`config.mk`:
```
export PLATFORM = sky130hd
export DESIGN_NAME = watchdog_supervision_manager_flat
export DESIGN_NICKNAME = d
export VERILOG_FILES = /design/src/wsm_pkg.sv /design/src/wsm_if.sv /design/src/wsm_ram.sv /design/src/wsm_front.sv /design/src/wsm_back.sv /design/src/watchdog_supervision_manager.sv /design/src/flat_wrapper.sv
export VERILOG_INCLUDE_DIRS = /design/src /design/src/src
export SDC_FILE = /design/constraint.sdc
export NUM_CORES = 2
export LEC_CHECK = 0
export ABC_AREA = 0
export BUFFER_PORTS_ARGS = -buffer_cell sky130_fd_sc_hd__buf_4
export CORE_MARGIN = 5
export CORE_UTILIZATION = 53
export CTS_CLUSTER_DIAMETER = 60
export DETAILED_ROUTE_END_ITERATION = 10
export PLACE_DENSITY = 0.7
export SLEW_MARGIN = 20
export SYNTH_ARGS = -nofsm -noshare
export SYNTH_HDL_FRONTEND = slang
export SYNTH_HIERARCHICAL = 1
export SYNTH_SLANG_ARGS = --single-unit
```
`constraint.sdc`:
```
create_clock -name clk -period 11.83 [get_ports clk]
set_input_delay 1.183 -clock clk [delete_from_list [all_inputs] [get_ports clk]]
set_output_delay 1.183 -clock clk [all_outputs]
set_load 0.01 [all_outputs]
```
`src/assert_macros.svh`:
```
// Assertion macros shared by the watchdog supervision manager modules.
`ifndef ASSERT_MACROS_SVH
`define ASSERT_MACROS_SVH
// Implication checked at every clock edge outside reset.
`define ASSERT_IMPL(label, clk, rst_n, ante, cons) \
    label: assert property (@(posedge clk) disable iff (!rst_n) (ante) |-> (cons)) \
        else $error("assertion failed");
// Implication whose consequent is checked in the cycle after the antecedent.
`define ASSERT_NEXT(label, clk, rst_n, ante, cons) \
    label: assert property (@(posedge clk) disable iff (!rst_n) (ante) |=> (cons)) \
        else $error("assertion failed");
`endif

```
`src/wsm_pkg.sv`:
```
// Package with shared types, constants and codes of the watchdog supervision manager.
package wsm_pkg;
    localparam int ENTITIES_DEF = 4;
    localparam int TRANSITIONS_DEF = 8;
    localparam int DEADLINES_DEF = 8;
    localparam int ALIVE_REGS = 4;
    localparam logic [7:0] CP_INITIAL = 8'hFF;

    localparam logic [2:0] MODE_CHECKPOINT = 3'd0;
    localparam logic [2:0] MODE_CYCLE = 3'd1;
    localparam logic [2:0] MODE_RESUME = 3'd2;
    localparam logic [2:0] MODE_CLEAR = 3'd3;
    localparam logic [2:0] MODE_WR_TRANS = 3'd4;
    localparam logic [2:0] MODE_WR_DEAD = 3'd5;

    localparam logic [2:0] CFG_ENTITY_COUNT = 3'd0;
    localparam logic [2:0] CFG_ALIVE_MIN0 = 3'd1;
    localparam logic [2:0] CFG_ALIVE_MIN3 = 3'd4;

    localparam logic [1:0] STATUS_OK = 2'd0;
    localparam logic [1:0] STATUS_FAILED = 2'd1;
    localparam logic [1:0] STATUS_DEACT = 2'd2;

    typedef struct packed {
        logic [2:0]  mode;
        logic [7:0]  entity;
        logic [7:0]  checkpoint;
        logic [31:0] now_ms;
        logic [2:0]  rule_index;
        logic        rule_valid;
        logic [7:0]  rule_from;
        logic [31:0] limit_min_ms;
        logic [31:0] limit_max_ms;
    } in_item_t;

    typedef struct packed {
        logic       accepted;
        logic [1:0] entity_status;
        logic       watchdog_refresh;
        logic       logical_violation;
        logic       deadline_violation;
    } out_item_t;

    // Classified command passed from the front part to the back part.
    typedef struct packed {
        in_item_t item;
        logic     ent_ok;
        logic     slot_ok;
    } cmd_t;
endpackage

```
`src/wsm_if.sv`:
```
// Valid/ready channel interfaces for items, results and configuration writes.
interface wsm_in_if;
    logic valid;
    logic ready;
    logic [2:0]  mode;
    logic [7:0]  entity;
    logic [7:0]  checkpoint;
    logic [31:0] now_ms;
    logic [2:0]  rule_index;
    logic        rule_valid;
    logic [7:0]  rule_from;
    logic [31:0] limit_min_ms;
    logic [31:0] limit_max_ms;
    modport source (output valid, mode, entity, checkpoint, now_ms, rule_index, rule_valid,
                    rule_from, limit_min_ms, limit_max_ms, input ready);
    modport sink (input valid, mode, entity, checkpoint, now_ms, rule_index, rule_valid,
                  rule_from, limit_min_ms, limit_max_ms, output ready);
endinterface

interface wsm_out_if;
    logic valid;
    logic ready;
    logic       accepted;
    logic [1:0] entity_status;
    logic       watchdog_refresh;
    logic       logical_violation;
    logic       deadline_violation;
    modport source (output valid, accepted, entity_status, watchdog_refresh,
                    logical_violation, deadline_violation, input ready);
    modport sink (input valid, accepted, entity_status, watchdog_refresh,
                  logical_violation, deadline_violation, output ready);
endinterface

interface wsm_cfg_if;
    logic valid;
    logic ready;
    logic [2:0] index;
    logic [7:0] data;
    modport source (output valid, index, data, input ready);
    modport sink (input valid, index, data, output ready);
endinterface

```
`src/wsm_ram.sv`:
```
// Generic single-port-write, single-port-read RAM with registered read data.
module wsm_ram #(
    parameter int WIDTH = 8,
    parameter int DEPTH = 32
) (
    input  logic                     clk,
    input  logic                     we,
    input  logic [$clog2(DEPTH)-1:0] waddr,
    input  logic [WIDTH-1:0]         wdata,
    input  logic [$clog2(DEPTH)-1:0] raddr,
    output logic [WIDTH-1:0]         rdata
);
    logic [WIDTH-1:0] mem [DEPTH];

    always_ff @(posedge clk)
    begin
        if (we)
        begin
            mem[waddr] <= wdata;
        end
        rdata <= mem[raddr];
    end
endmodule

```
`src/wsm_front.sv`:
```
// Front part: accepts input beats, classifies them and holds a two-entry command queue.
module wsm_front #(
    parameter int ENTITIES = wsm_pkg::ENTITIES_DEF,
    parameter int TRANSITIONS = wsm_pkg::TRANSITIONS_DEF,
    parameter int DEADLINES = wsm_pkg::DEADLINES_DEF
) (
    input  logic            clk,
    input  logic            rst_n,
    wsm_in_if.sink          in_ch,
    input  logic [2:0]      entity_count,
    output wsm_pkg::cmd_t   cmd,
    output logic            cmd_valid,
    input  logic            cmd_take
);
    import wsm_pkg::*;
    `include "assert_macros.svh"

    localparam int QD = 2;

    cmd_t       q_reg [QD];
    logic       wp_reg, wp_next, rp_reg, rp_next;
    logic [1:0] cnt_reg, cnt_next;
    logic [4:0] in_use;
    logic       push;
    cmd_t       c_new;
    logic       wide_mode;
    logic [5:0] slot_lim;

    assign in_use = ({2'b0, entity_count} > 5'(ENTITIES)) ? 5'(ENTITIES) : {2'b0, entity_count};
    assign in_ch.ready = (cnt_reg != 2'(QD));
    assign push = in_ch.valid && in_ch.ready;

    always_comb
    begin
        c_new.item.mode = in_ch.mode;
        c_new.item.entity = in_ch.entity;
        c_new.item.checkpoint = in_ch.checkpoint;
        c_new.item.now_ms = in_ch.now_ms;
        c_new.item.rule_index = in_ch.rule_index;
        c_new.item.rule_valid = in_ch.rule_valid;
        c_new.item.rule_from = in_ch.rule_from;
        c_new.item.limit_min_ms = in_ch.limit_min_ms;
        c_new.item.limit_max_ms = in_ch.limit_max_ms;
        c_new.ent_ok = {1'b0, in_ch.entity} < {4'b0, in_use};
        wide_mode = (in_ch.mode == MODE_WR_TRANS);
        slot_lim = wide_mode ? 6'(TRANSITIONS) : 6'(DEADLINES);
        c_new.slot_ok = {3'b0, in_ch.rule_index} < slot_lim;
    end

    assign cmd = q_reg[rp_reg];
    assign cmd_valid = (cnt_reg != 2'd0);

    always_comb
    begin
        wp_next = push ? ~wp_reg : wp_reg;
        rp_next = cmd_take ? ~rp_reg : rp_reg;
        cnt_next = cnt_reg + 2'(push) - 2'(cmd_take);
    end

    always_ff @(posedge clk)
    begin
        if (push)
        begin
            q_reg[wp_reg] <= c_new;
        end
    end

    always_ff @(posedge clk or negedge rst_n)
    begin
        if (!rst_n)
        begin
            wp_reg <= 1'b0;
            rp_reg <= 1'b0;
            cnt_reg <= 2'd0;
        end
        else
        begin
            wp_reg <= wp_next;
            rp_reg <= rp_next;
            cnt_reg <= cnt_next;
        end
    end

    `ASSERT_IMPL(a_no_take_empty, clk, rst_n, cmd_take, cnt_reg != 2'd0)
    `ASSERT_IMPL(a_cnt_bound, clk, rst_n, 1'b1, cnt_reg <= 2'(QD))
    `ASSERT_NEXT(a_push_counts, clk, rst_n, push && !cmd_take, cnt_reg == $past(cnt_reg) + 2'd1)
endmodule

```
`src/wsm_back.sv`:
```
// Back part: executes commands against entity state and rule tables, sequencing rule scans.
module wsm_back #(
    parameter int ENTITIES = wsm_pkg::ENTITIES_DEF,
    parameter int TRANSITIONS = wsm_pkg::TRANSITIONS_DEF,
    parameter int DEADLINES = wsm_pkg::DEADLINES_DEF
) (
    input  logic                 clk,
    input  logic                 rst_n,
    input  wsm_pkg::cmd_t        cmd,
    input  logic                 cmd_valid,
    output logic                 cmd_take,
    input  logic [2:0]           entity_count,
    input  logic [7:0]           alive_min [wsm_pkg::ALIVE_REGS],
    wsm_out_if.source            out_ch
);
    import wsm_pkg::*;
    `include "assert_macros.svh"

    localparam int EW = (ENTITIES > 1) ? $clog2(ENTITIES) : 1;
    localparam int TW = (TRANSITIONS > 1) ? $clog2(TRANSITIONS) : 1;
    localparam int DW = (DEADLINES > 1) ? $clog2(DEADLINES) : 1;
    localparam int TD = ENTITIES * TRANSITIONS;
    localparam int DD = ENTITIES * DEADLINES;
    localparam int TAW = (TD > 1) ? $clog2(TD) : 1;
    localparam int DAW = (DD > 1) ? $clog2(DD) : 1;
    localparam int SW = ((TW > DW) ? TW : DW) + 1;
    localparam int NW = EW + 1;

    localparam logic [2:0] S_IDLE = 3'd0;
    localparam logic [2:0] S_SCAN = 3'd1;
    localparam logic [2:0] S_CYCLE = 3'd2;
    localparam logic [2:0] S_DCHK = 3'd3;
    localparam logic [2:0] S_OUT = 3'd4;

    logic [2:0]      st_reg, st_next;
    logic [SW-1:0]   idx_reg, idx_next;
    cmd_t            c_reg;
    logic            tfound_reg, dfound_reg, ddone_reg;
    logic [DW-1:0]   dslot_reg;
    logic [31:0]     el_reg;
    logic            refresh_reg;
    out_item_t       res_reg;
    logic            ovalid_reg;

    logic [7:0]      acnt_reg [ENTITIES];
    logic [ENTITIES-1:0] af_reg, lf_reg, df_reg;
    logic [7:0]      lcp_reg [ENTITIES];
    logic [31:0]     lt_reg [ENTITIES];
    logic [TRANSITIONS-1:0] tv_reg [ENTITIES];
    logic [DEADLINES-1:0]   dv_reg [ENTITIES];

    logic [EW-1:0]   ent;
    logic [4:0]      in_use;
    logic [15:0]     t_rd, d_rd;
    logic [63:0]     l_rd;
    logic            t_we, d_we;
    logic [TAW-1:0]  t_wa, t_ra;
    logic [DAW-1:0]  d_wa, d_ra;
    logic [TW-1:0]   tslot_rd;
    logic [DW-1:0]   dslot_rd;
    logic            t_hit, d_hit;
    logic            lviol, dviol;
    logic [1:0]      status;
    logic            alive_ok;
    logic [7:0]      amin;
    logic [EW-1:0]   ce;

    assign ent = c_reg.item.entity[EW-1:0];
    assign in_use = ({2'b0, entity_count} > 5'(ENTITIES)) ? 5'(ENTITIES) : {2'b0, entity_count};
    assign cmd_take = cmd_valid && (st_reg == S_IDLE) && !ovalid_reg;

    // Table write comes straight from the queue head; scan reads use idx_reg.
    assign t_we = cmd_take && cmd.ent_ok && cmd.slot_ok && (cmd.item.mode == MODE_WR_TRANS);
    assign d_we = cmd_take && cmd.ent_ok && cmd.slot_ok && (cmd.item.mode == MODE_WR_DEAD);
    assign t_wa = TAW'({cmd.item.entity[EW-1:0], cmd.item.rule_index[TW-1:0]});
    assign d_wa = DAW'({cmd.item.entity[EW-1:0], cmd.item.rule_index[DW-1:0]});
    assign tslot_rd = idx_reg[TW-1:0];
    assign dslot_rd = (st_reg == S_DCHK) ? dslot_reg : idx_reg[DW-1:0];
    assign t_ra = TAW'({ent, tslot_rd});
    assign d_ra = DAW'({ent, dslot_rd});

    wsm_ram #(.WIDTH(16), .DEPTH(TD)) u_trans (
        .clk(clk), .we(t_we), .waddr(t_wa),
        .wdata({cmd.item.rule_from, cmd.item.checkpoint}), .raddr(t_ra), .rdata(t_rd));
    wsm_ram #(.WIDTH(16), .DEPTH(DD)) u_dpair (
        .clk(clk), .we(d_we), .waddr(d_wa),
        .wdata({cmd.item.rule_from, cmd.item.checkpoint}), .raddr(d_ra), .rdata(d_rd));
    wsm_ram #(.WIDTH(64), .DEPTH(DD)) u_dlim (
        .clk(clk), .we(d_we), .waddr(d_wa),
        .wdata({cmd.item.limit_min_ms, cmd.item.limit_max_ms}), .raddr(d_ra), .rdata(l_rd));

    // Scan index idx_reg-1 is the slot whose data is on the RAM outputs now.
    logic [SW-1:0] prev;
    assign prev = idx_reg - SW'(1);
    assign t_hit = (prev < SW'(TRANSITIONS)) && (idx_reg != '0)
                   && tv_reg[ent][prev[TW-1:0]]
                   && t_rd[15:8] == lcp_reg[ent] && t_rd[7:0] == c_reg.item.checkpoint;
    assign d_hit = (prev < SW'(DEADLINES)) && (idx_reg != '0)
                   && dv_reg[ent][prev[DW-1:0]]
                   && d_rd[15:8] == lcp_reg[ent] && d_rd[7:0] == c_reg.item.checkpoint;

    localparam int SMAX = (TRANSITIONS > DEADLINES) ? TRANSITIONS : DEADLINES;

    always_comb
    begin
        ce = idx_reg[EW-1:0];
        amin = (32'(idx_reg) < ALIVE_REGS) ? alive_min[idx_reg[1:0]] : 8'd1;
        alive_ok = !(acnt_reg[ce] < amin);
        lviol = !tfound_reg;
        dviol = ddone_reg && ((el_reg < l_rd[63:32]) || (el_reg > l_rd[31:0]));
        status = STATUS_OK;
        if (!({1'b0, c_reg.item.entity} < {4'b0, in_use}))
        begin
            status = STATUS_DEACT;
        end
        else if (af_reg[ent] || lf_reg[ent] || df_reg[ent])
        begin
            status = STATUS_FAILED;
        end
    end

    always_comb
    begin
        st_next = st_reg;
        idx_next = idx_reg;
        unique case (st_reg)
            S_IDLE:
            begin
                idx_next = '0;
                if (cmd_take)
                begin
                    priority if (cmd.item.mode == MODE_CHECKPOINT && cmd.ent_ok)
                    begin
                        st_next = S_SCAN;
                    end
                    else if (cmd.item.mode == MODE_CYCLE)
                    begin
                        st_next = S_CYCLE;
                    end
                    else
                    begin
                        st_next = S_OUT;
                    end
                end
            end
            S_SCAN:
            begin
                idx_next = idx_reg + SW'(1);
                if (idx_reg == SW'(SMAX))
                begin
                    st_next = S_DCHK;
                end
            end
            S_CYCLE:
            begin
                idx_next = idx_reg + SW'(1);
                if ({{(6-SW){1'b0}}, idx_reg} + 6'd1 >= {1'b0, in_use})
                begin
                    st_next = S_OUT;
                end
            end
            S_DCHK:
            begin
                st_next = S_OUT;
            end
            S_OUT:
            begin
                st_next = S_IDLE;
            end
            default:
            begin
                st_next = S_IDLE;
            end
        endcase
    end

    always_ff @(posedge clk)
    begin
        if (cmd_take)
        begin
            c_reg <= cmd;
        end
    end

    always_ff @(posedge clk or negedge rst_n)
    begin
        if (!rst_n)
        begin
            st_reg <= S_IDLE;
            idx_reg <= '0;
            tfound_reg <= 1'b0;
            dfound_reg <= 1'b0;
            ddone_reg <= 1'b0;
            dslot_reg <= '0;
            el_reg <= '0;
            refresh_reg <= 1'b0;
            ovalid_reg <= 1'b0;
            res_reg <= '0;
            af_reg <= '0;
            lf_reg <= '0;
            df_reg <= '0;
            for (int i = 0; i < ENTITIES; i++)
            begin
                acnt_reg[i] <= '0;
                lcp_reg[i] <= CP_INITIAL;
                lt_reg[i] <= '0;
                tv_reg[i] <= '0;
                dv_reg[i] <= '0;
            end
        end
        else
        begin
            st_reg <= st_next;
            idx_reg <= idx_next;
            if (out_ch.valid && out_ch.ready)
            begin
                ovalid_reg <= 1'b0;
            end
            if (t_we)
            begin
                tv_reg[cmd.item.entity[EW-1:0]][cmd.item.rule_index[TW-1:0]] <=
                    cmd.item.rule_valid;
            end
            if (d_we)
            begin
                dv_reg[cmd.item.entity[EW-1:0]][cmd.item.rule_index[DW-1:0]] <=
                    cmd.item.rule_valid;
            end
            unique case (st_reg)
                S_IDLE:
                begin
                    tfound_reg <= 1'b0;
                    dfound_reg <= 1'b0;
                    ddone_reg <= 1'b0;
                    refresh_reg <= 1'b1;
                    if (cmd_take && cmd.item.mode == MODE_CYCLE && in_use == 5'd0)
                    begin
                        refresh_reg <= 1'b1;
                    end
                end
                S_SCAN:
                begin
                    if (t_hit)
                    begin
                        tfound_reg <= 1'b1;
                    end
                    if (d_hit && !dfound_reg && lcp_reg[ent] != CP_INITIAL)
                    begin
                        dfound_reg <= 1'b1;
                        dslot_reg <= prev[DW-1:0];
                    end
                end
                S_CYCLE:
                begin
                    if (idx_reg < SW'(in_use))
                    begin
                        af_reg[ce] <= !alive_ok;
                        acnt_reg[ce] <= '0;
                        if (!alive_ok || lf_reg[ce] || df_reg[ce])
                        begin
                            refresh_reg <= 1'b0;
                        end
                    end
                end
                S_DCHK:
                begin
                    // Limits of the chosen slot arrive on the RAM outputs next cycle.
                    ddone_reg <= dfound_reg;
                    el_reg <= c_reg.item.now_ms - lt_reg[ent];
                end
                S_OUT:
                begin
                    ovalid_reg <= 1'b1;
                    res_reg.accepted <= 1'b0;
                    res_reg.watchdog_refresh <= 1'b0;
                    res_reg.logical_violation <= 1'b0;
                    res_reg.deadline_violation <= 1'b0;
                    res_reg.entity_status <= status;
                    unique case (c_reg.item.mode)
                        MODE_CHECKPOINT:
                        begin
                            if (c_reg.ent_ok)
                            begin
                                res_reg.accepted <= 1'b1;
                                res_reg.logical_violation <= lviol;
                                res_reg.deadline_violation <= dviol;
                                acnt_reg[ent] <= acnt_reg[ent] + 8'd1;
                                if (lviol)
                                begin
                                    lf_reg[ent] <= 1'b1;
                                end
                                if (dviol)
                                begin
                                    df_reg[ent] <= 1'b1;
                                end
                                lcp_reg[ent] <= c_reg.item.checkpoint;
                                lt_reg[ent] <= c_reg.item.now_ms;
                                res_reg.entity_status <= (af_reg[ent] || lf_reg[ent]
                                    || df_reg[ent] || lviol || dviol)
                                    ? STATUS_FAILED : STATUS_OK;
                            end
                        end
                        MODE_CYCLE:
                        begin
                            res_reg.accepted <= 1'b1;
                            res_reg.watchdog_refresh <= refresh_reg;
                        end
                        MODE_RESUME, MODE_CLEAR:
                        begin
                            res_reg.accepted <= 1'b1;
                            for (int i = 0; i < ENTITIES; i++)
                            begin
                                lcp_reg[i] <= CP_INITIAL;
                                lt_reg[i] <= c_reg.item.now_ms;
                            end
                            if (c_reg.item.mode == MODE_CLEAR)
                            begin
                                af_reg <= '0;
                                lf_reg <= '0;
                                df_reg <= '0;
                                res_reg.entity_status <= (status == STATUS_DEACT)
                                    ? STATUS_DEACT : STATUS_OK;
                                for (int i = 0; i < ENTITIES; i++)
                                begin
                                    acnt_reg[i] <= '0;
                                end
                            end
                        end
                        MODE_WR_TRANS, MODE_WR_DEAD:
                        begin
                            res_reg.accepted <= c_reg.ent_ok;
                        end
                        default:
                        begin
                        end
                    endcase
                end
                default:
                begin
                end
            endcase
        end
    end

    assign out_ch.valid = ovalid_reg;
    assign out_ch.accepted = res_reg.accepted;
    assign out_ch.entity_status = res_reg.entity_status;
    assign out_ch.watchdog_refresh = res_reg.watchdog_refresh;
    assign out_ch.logical_violation = res_reg.logical_violation;
    assign out_ch.deadline_violation = res_reg.deadline_violation;

    `ASSERT_IMPL(a_take_idle, clk, rst_n, cmd_take, st_reg == S_IDLE && !ovalid_reg)
    `ASSERT_NEXT(a_out_after, clk, rst_n, st_reg == S_OUT, ovalid_reg)
    `ASSERT_IMPL(a_refresh_cycle, clk, rst_n, ovalid_reg && res_reg.watchdog_refresh,
                 res_reg.accepted && !res_reg.logical_violation)
endmodule

```
`src/watchdog_supervision_manager.sv`:
```
// Top level of the watchdog supervision manager: configuration registers and the two parts.
//
// The block supervises up to ENTITIES entities with alive, logical and deadline
// supervision and returns one result beat for every input beat. A front part takes
// input beats into a two-entry command queue, checking the entity and rule slot
// ranges on the way in; a back part executes one command at a time. A checkpoint
// report for an entity in range scans the entity's transition and deadline tables,
// one slot a cycle through registered-read RAMs, reads the matched deadline slot's
// limits in a check state and then goes to the output state. A supervision cycle
// walks the entities in use, one a cycle, visiting the walk state even when none is
// in use. Other modes, and checkpoints out of range, go straight to the output state.
// The result is held in an output register, so the front part keeps accepting beats
// while a result waits, until both queue entries are full. Configuration writes are
// always taken and must only be made while the block is idle.
module watchdog_supervision_manager #(
    parameter int ENTITIES = wsm_pkg::ENTITIES_DEF,
    parameter int TRANSITIONS_PER_ENTITY = wsm_pkg::TRANSITIONS_DEF,
    parameter int DEADLINES_PER_ENTITY = wsm_pkg::DEADLINES_DEF
) (
    input logic       clk,
    input logic       rst_n,
    wsm_in_if.sink    in_ch,
    wsm_out_if.source out_ch,
    wsm_cfg_if.sink   cfg
);
    import wsm_pkg::*;

    logic [2:0] entity_count_reg;
    logic [7:0] alive_min_reg [ALIVE_REGS];
    cmd_t       cmd;
    logic       cmd_valid;
    logic       cmd_take;

    // Configuration writes complete at once.
    assign cfg.ready = 1'b1;

    always_ff @(posedge clk or negedge rst_n)
    begin
        if (!rst_n)
        begin
            entity_count_reg <= '0;
            for (int i = 0; i < ALIVE_REGS; i++)
            begin
                alive_min_reg[i] <= 8'd1;
            end
        end
        else if (cfg.valid)
        begin
            if (cfg.index == CFG_ENTITY_COUNT)
            begin
                entity_count_reg <= cfg.data[2:0];
            end
            else if (cfg.index >= CFG_ALIVE_MIN0 && cfg.index <= CFG_ALIVE_MIN3)
            begin
                alive_min_reg[2'(cfg.index - CFG_ALIVE_MIN0)] <= cfg.data;
            end
        end
    end

    wsm_front #(
        .ENTITIES(ENTITIES),
        .TRANSITIONS(TRANSITIONS_PER_ENTITY),
        .DEADLINES(DEADLINES_PER_ENTITY)
    ) u_front (
        .clk(clk), .rst_n(rst_n), .in_ch(in_ch), .entity_count(entity_count_reg),
        .cmd(cmd), .cmd_valid(cmd_valid), .cmd_take(cmd_take));

    wsm_back #(
        .ENTITIES(ENTITIES),
        .TRANSITIONS(TRANSITIONS_PER_ENTITY),
        .DEADLINES(DEADLINES_PER_ENTITY)
    ) u_back (
        .clk(clk), .rst_n(rst_n), .cmd(cmd), .cmd_valid(cmd_valid), .cmd_take(cmd_take),
        .entity_count(entity_count_reg), .alive_min(alive_min_reg), .out_ch(out_ch));
endmodule
```
`src/flat_wrapper.sv`:
```
// flat-port wrapper written by rule: the top's interface ports become plain ports
module watchdog_supervision_manager_flat import wsm_pkg::*;
#(
    parameter int ENTITIES = wsm_pkg::ENTITIES_DEF,
    parameter int TRANSITIONS_PER_ENTITY = wsm_pkg::TRANSITIONS_DEF,
    parameter int DEADLINES_PER_ENTITY = wsm_pkg::DEADLINES_DEF
)
  (clk, rst_n, in_ch_valid, in_ch_mode, in_ch_entity, in_ch_checkpoint, in_ch_now_ms, in_ch_rule_index, in_ch_rule_valid, in_ch_rule_from, in_ch_limit_min_ms, in_ch_limit_max_ms, in_ch_ready, out_ch_valid, out_ch_accepted, out_ch_entity_status, out_ch_watchdog_refresh, out_ch_logical_violation, out_ch_deadline_violation, out_ch_ready, cfg_valid, cfg_index, cfg_data, cfg_ready);
  wsm_in_if in_ch_i ();
  wsm_out_if out_ch_i ();
  wsm_cfg_if cfg_i ();
  input logic clk;
  input logic rst_n;
  input wire logic [$bits(in_ch_i.valid)-1:0] in_ch_valid;
  input wire logic [$bits(in_ch_i.mode)-1:0] in_ch_mode;
  input wire logic [$bits(in_ch_i.entity)-1:0] in_ch_entity;
  input wire logic [$bits(in_ch_i.checkpoint)-1:0] in_ch_checkpoint;
  input wire logic [$bits(in_ch_i.now_ms)-1:0] in_ch_now_ms;
  input wire logic [$bits(in_ch_i.rule_index)-1:0] in_ch_rule_index;
  input wire logic [$bits(in_ch_i.rule_valid)-1:0] in_ch_rule_valid;
  input wire logic [$bits(in_ch_i.rule_from)-1:0] in_ch_rule_from;
  input wire logic [$bits(in_ch_i.limit_min_ms)-1:0] in_ch_limit_min_ms;
  input wire logic [$bits(in_ch_i.limit_max_ms)-1:0] in_ch_limit_max_ms;
  output wire logic [$bits(in_ch_i.ready)-1:0] in_ch_ready;
  output wire logic [$bits(out_ch_i.valid)-1:0] out_ch_valid;
  output wire logic [$bits(out_ch_i.accepted)-1:0] out_ch_accepted;
  output wire logic [$bits(out_ch_i.entity_status)-1:0] out_ch_entity_status;
  output wire logic [$bits(out_ch_i.watchdog_refresh)-1:0] out_ch_watchdog_refresh;
  output wire logic [$bits(out_ch_i.logical_violation)-1:0] out_ch_logical_violation;
  output wire logic [$bits(out_ch_i.deadline_violation)-1:0] out_ch_deadline_violation;
  input wire logic [$bits(out_ch_i.ready)-1:0] out_ch_ready;
  input wire logic [$bits(cfg_i.valid)-1:0] cfg_valid;
  input wire logic [$bits(cfg_i.index)-1:0] cfg_index;
  input wire logic [$bits(cfg_i.data)-1:0] cfg_data;
  output wire logic [$bits(cfg_i.ready)-1:0] cfg_ready;
  assign in_ch_i.valid = in_ch_valid;
  assign in_ch_i.mode = in_ch_mode;
  assign in_ch_i.entity = in_ch_entity;
  assign in_ch_i.checkpoint = in_ch_checkpoint;
  assign in_ch_i.now_ms = in_ch_now_ms;
  assign in_ch_i.rule_index = in_ch_rule_index;
  assign in_ch_i.rule_valid = in_ch_rule_valid;
  assign in_ch_i.rule_from = in_ch_rule_from;
  assign in_ch_i.limit_min_ms = in_ch_limit_min_ms;
  assign in_ch_i.limit_max_ms = in_ch_limit_max_ms;
  assign in_ch_ready = in_ch_i.ready;
  assign out_ch_valid = out_ch_i.valid;
  assign out_ch_accepted = out_ch_i.accepted;
  assign out_ch_entity_status = out_ch_i.entity_status;
  assign out_ch_watchdog_refresh = out_ch_i.watchdog_refresh;
  assign out_ch_logical_violation = out_ch_i.logical_violation;
  assign out_ch_deadline_violation = out_ch_i.deadline_violation;
  assign out_ch_i.ready = out_ch_ready;
  assign cfg_i.valid = cfg_valid;
  assign cfg_i.index = cfg_index;
  assign cfg_i.data = cfg_data;
  assign cfg_ready = cfg_i.ready;
  watchdog_supervision_manager #(.ENTITIES(ENTITIES), .TRANSITIONS_PER_ENTITY(TRANSITIONS_PER_ENTITY), .DEADLINES_PER_ENTITY(DEADLINES_PER_ENTITY)) u_core (.clk(clk), .rst_n(rst_n), .in_ch(in_ch_i), .out_ch(out_ch_i), .cfg(cfg_i));
endmodule
```
==> flow_summary.ini <==
[logic_synthesis]
async_flop_share = 0.0938
synth_seq_cells = 3836
synth_mux_area_frac = 0.168
synth-main-ff-cell = edfxtp_1
synthXorXnorAreaFrac = 0.00417
yosysTopAreaCellShare = 0.671
synth_compound_area_frac = 0.0299
yosysTopAreaCell = edfxtp_1
synth_top_family_by_area = multiplexers
ys_warn_count = 6
syn_nets = 7951
synth_cells = 7689
syn_area_per_cell_um2 = 19.7
synth_fa_ha_area_frac = 0.00995
synth_edf_count = 3380
syn_area_um2 = 151000
seq_area_frac_synth = 0.743
synth_simple_gate_area_share = 0.0260
synth.area.top_cells = edfxtp_1 (67%), mux4_2 (10%), dfrtp_1 (5.4%)
synth_cell_type_count = 85

[global_route]
grt_pass1_wl_um = 533000
track_usage = 0.245
gr-total-overflow = 0
grt_pass1_vias = 77276
antenna_found_initial = 11
grt_start_max_net_pins = 187

[pwr]
vdd_drop_max_mv = 0.241
p_per_area_nw_per_um2 = 231
leakage_nw = 55.4

[clocking]
h-tree-depth = 5
cts_max_path_buffers = 4
numCtsBuffers = 388
cts.clk_slew.worst_paths_ns = 0.06
clock_sinks = 3836
cts_tree = yes
cts-root-buf = clkbuf_16
cts_setup_buffers = 0
post_cts_resize_count = 0
postCtsHoldBufs = 0
clk_latency_ns = 0.94

[sta]
timing.fmax_mhz = 174
slew_headroom = 0.147
final_hold_viol_count = 0
setup_tns_ns = 0
final.period_utilization = 0.486
period_needed_ns = 5.75
rsz0062_at_grt = false
worst_slew_pin_slew_ns = 1.28
fin_skew_ns = 0.0607
setup_viol = 0
slew_viol_final = 0

[routing]
drt_first_pass_iters = 6
viasPerCell = 6.34
antenna_left = 0
drt_wl_total_um = 367000
via_count = 76710
wl_per_cell_um = 30.3
drcViolationCount = 0
drtIter0Drc = 8933

[die]
die_y_um = 544
initial_core_util = 0.532
rows = 196
core_area_um2 = 285000
fp.dieW_um = 544
dieArea_um2 = 296000
io_pins = 152

[layout]
largest_reg_flops = 2048
final_cell_mix = edfxtp_1 (3380), mux4_2 (684), mux2i_1 (551), clkbuf_16 (392), mux2_2 (378)
area_growth_pct = 12.0
reg_top3 = u_core/u_back/u_dlim/mem: 2048 flops, u_core/u_back/u_dpair/mem: 512 flops, u_core/u_back/u_trans/mem: 512 flops
fillers = 19833
finalNonFillerCells = 12099
largest-register = u_core/u_back/u_dlim/mem
fin_nets = 8267
design_area_um2 = 170000
mostFrequentLayoutCell = edfxtp_1
drive_above_1_share = 0.253

[place]
io_buffer_count = 150
placed_area_um2 = 157000
hpwl_um = 208000
place_congestion = 0.837
dp_cells = 11373

[min_path]
hold_class = in2async

[critical_path]
crit_required_ns = 12.36
cp.arrival_ns = 6.28
cp_max_fo = 42
endpoint_kind = register
r2r-start = u_core/u_front/rp_reg$_DFFE_PN0P_
critPathKind = reg2reg
reg2reg_slack_ns = 6.08
cp-startpoint = u_core/u_front/rp_reg$_DFFE_PN0P_
startpoint_type = register

[status]
status = completed

[run]
maxCapViolations = 0
## power by group
part           leakage, nW  internal, mW  total [mW]  switching (mW)
clock                 6.22          7.05        12.2            5.11
combinational         13.4          3.21        9.02            5.81
sequential            35.8          17.1        17.9           0.754
## routing by layer
metal	up-vias	part of all wire	track usage
met4	8	0.034	0.0776
li1	31742	-	-
met3	647	0.086	0.0379
met5	-	0.00013	0
met1	40538	0.40	0.352
met2	3775	0.48	0.394
## through the flow
step	setup slack (ns)	total power, mW	hold slack, ns	util
final	6.08	39.1	0.317	0.595
after global routing	5.87	40.6	0.344	0.595
after CTS	6.00	39.3	0.283	0.595
after detailed placement	6.01	27.1	0.466	0.550
after global placement	6.11	26.9	0.460	0.550
after floorplan	3.90	23.8	0.439	-
## cell type report
cell class                 instances  area (µm²)  share of cell area
clock buffer                     524       10600              0.0623
clock inverter                   193        2180              0.0129
sequential                      3836      112000               0.663
tap                             3762        4710              0.0278
inverter                         120         450             0.00266
antenna                            5        12.5           0.0000738
multi-input combinational       3348       36600               0.216
timing repair buffer             311        2530              0.0149
## Yosys cell counts, types with 9 or more instances
library cell / count
a211oi_1: 9
a21o_1: 40
a21oi_1: 144
a221oi_1: 12
a22o_1: 74
a22oi_1: 133
a31oi_1: 40
and2_1: 11
buf_1: 30
buf_12: 10
buf_2: 120
buf_4: 57
buf_6: 29
buf_8: 12
clkbuf_1: 127
dfrtp_1: 324
dfstp_2: 36
dfxtp_1: 96
edfxtp_1: 3380
ha_1: 118
inv_1: 117
mux2_1: 18
mux2_2: 382
mux2i_1: 552
mux4_2: 684
nand2_1: 256
nand2b_1: 23
nand3_1: 120
nand3b_1: 21
nand4_1: 53
nor2_1: 203
nor2b_1: 22
nor3_1: 56
nor4_1: 10
o21ai_0: 148
o221ai_1: 9
o22ai_1: 11
or3_1: 10
xnor2_1: 27
xor2_1: 45
## worst max-delay path, cell delays in order (launching register included)
cell and delay (ns):
dfrtp_4 0.69, buf_4 0.63, mux2_2 0.33, and4_1 0.24, nand2_1 0.21, inv_1 0.40
nand3_1 0.74, nor2_4 1.13, buf_4 0.91
## path summary, 6_finish.rpt
check                                                                  end  cells after the start
worst max register to register  u_core/u_back/u_dlim/mem[31][43]$_DFFE_PP_                      8
worst min register to register        u_core/u_back/lcp_reg[2]$_DFFE_PN1P_                      2
worst min-delay path                   u_core/u_front/cnt_reg[0]$_DFF_PN0_                      1
min in group clk                     u_core/u_front/q_reg[1][69]$_DFFE_PP_                      1
max in group asynchronous             u_core/u_back/lcp_reg[7]$_DFFE_PN1P_                      3
worst max-delay path            u_core/u_back/u_dlim/mem[31][43]$_DFFE_PP_                      8
## cells by family (layout without fill, tap and decap cells)
| logic type | count (synthesis) | count (layout) |
|---|---|---|
| flip-flops | 3836 | 3836 |
| adder cells (fa/ha/maj) | 120 | 120 |
| AO/OA/AOI/OAI | 688 | 688 |
| buffers and inverters | 505 | 1148 |
| multiplexers | 1639 | 1639 |
| XOR/XNOR | 72 | 72 |
| other | 2 | 7 |
| AND/OR/NAND/NOR | 827 | 827 |
Note: power is estimated with default switching activity, not from simulation.
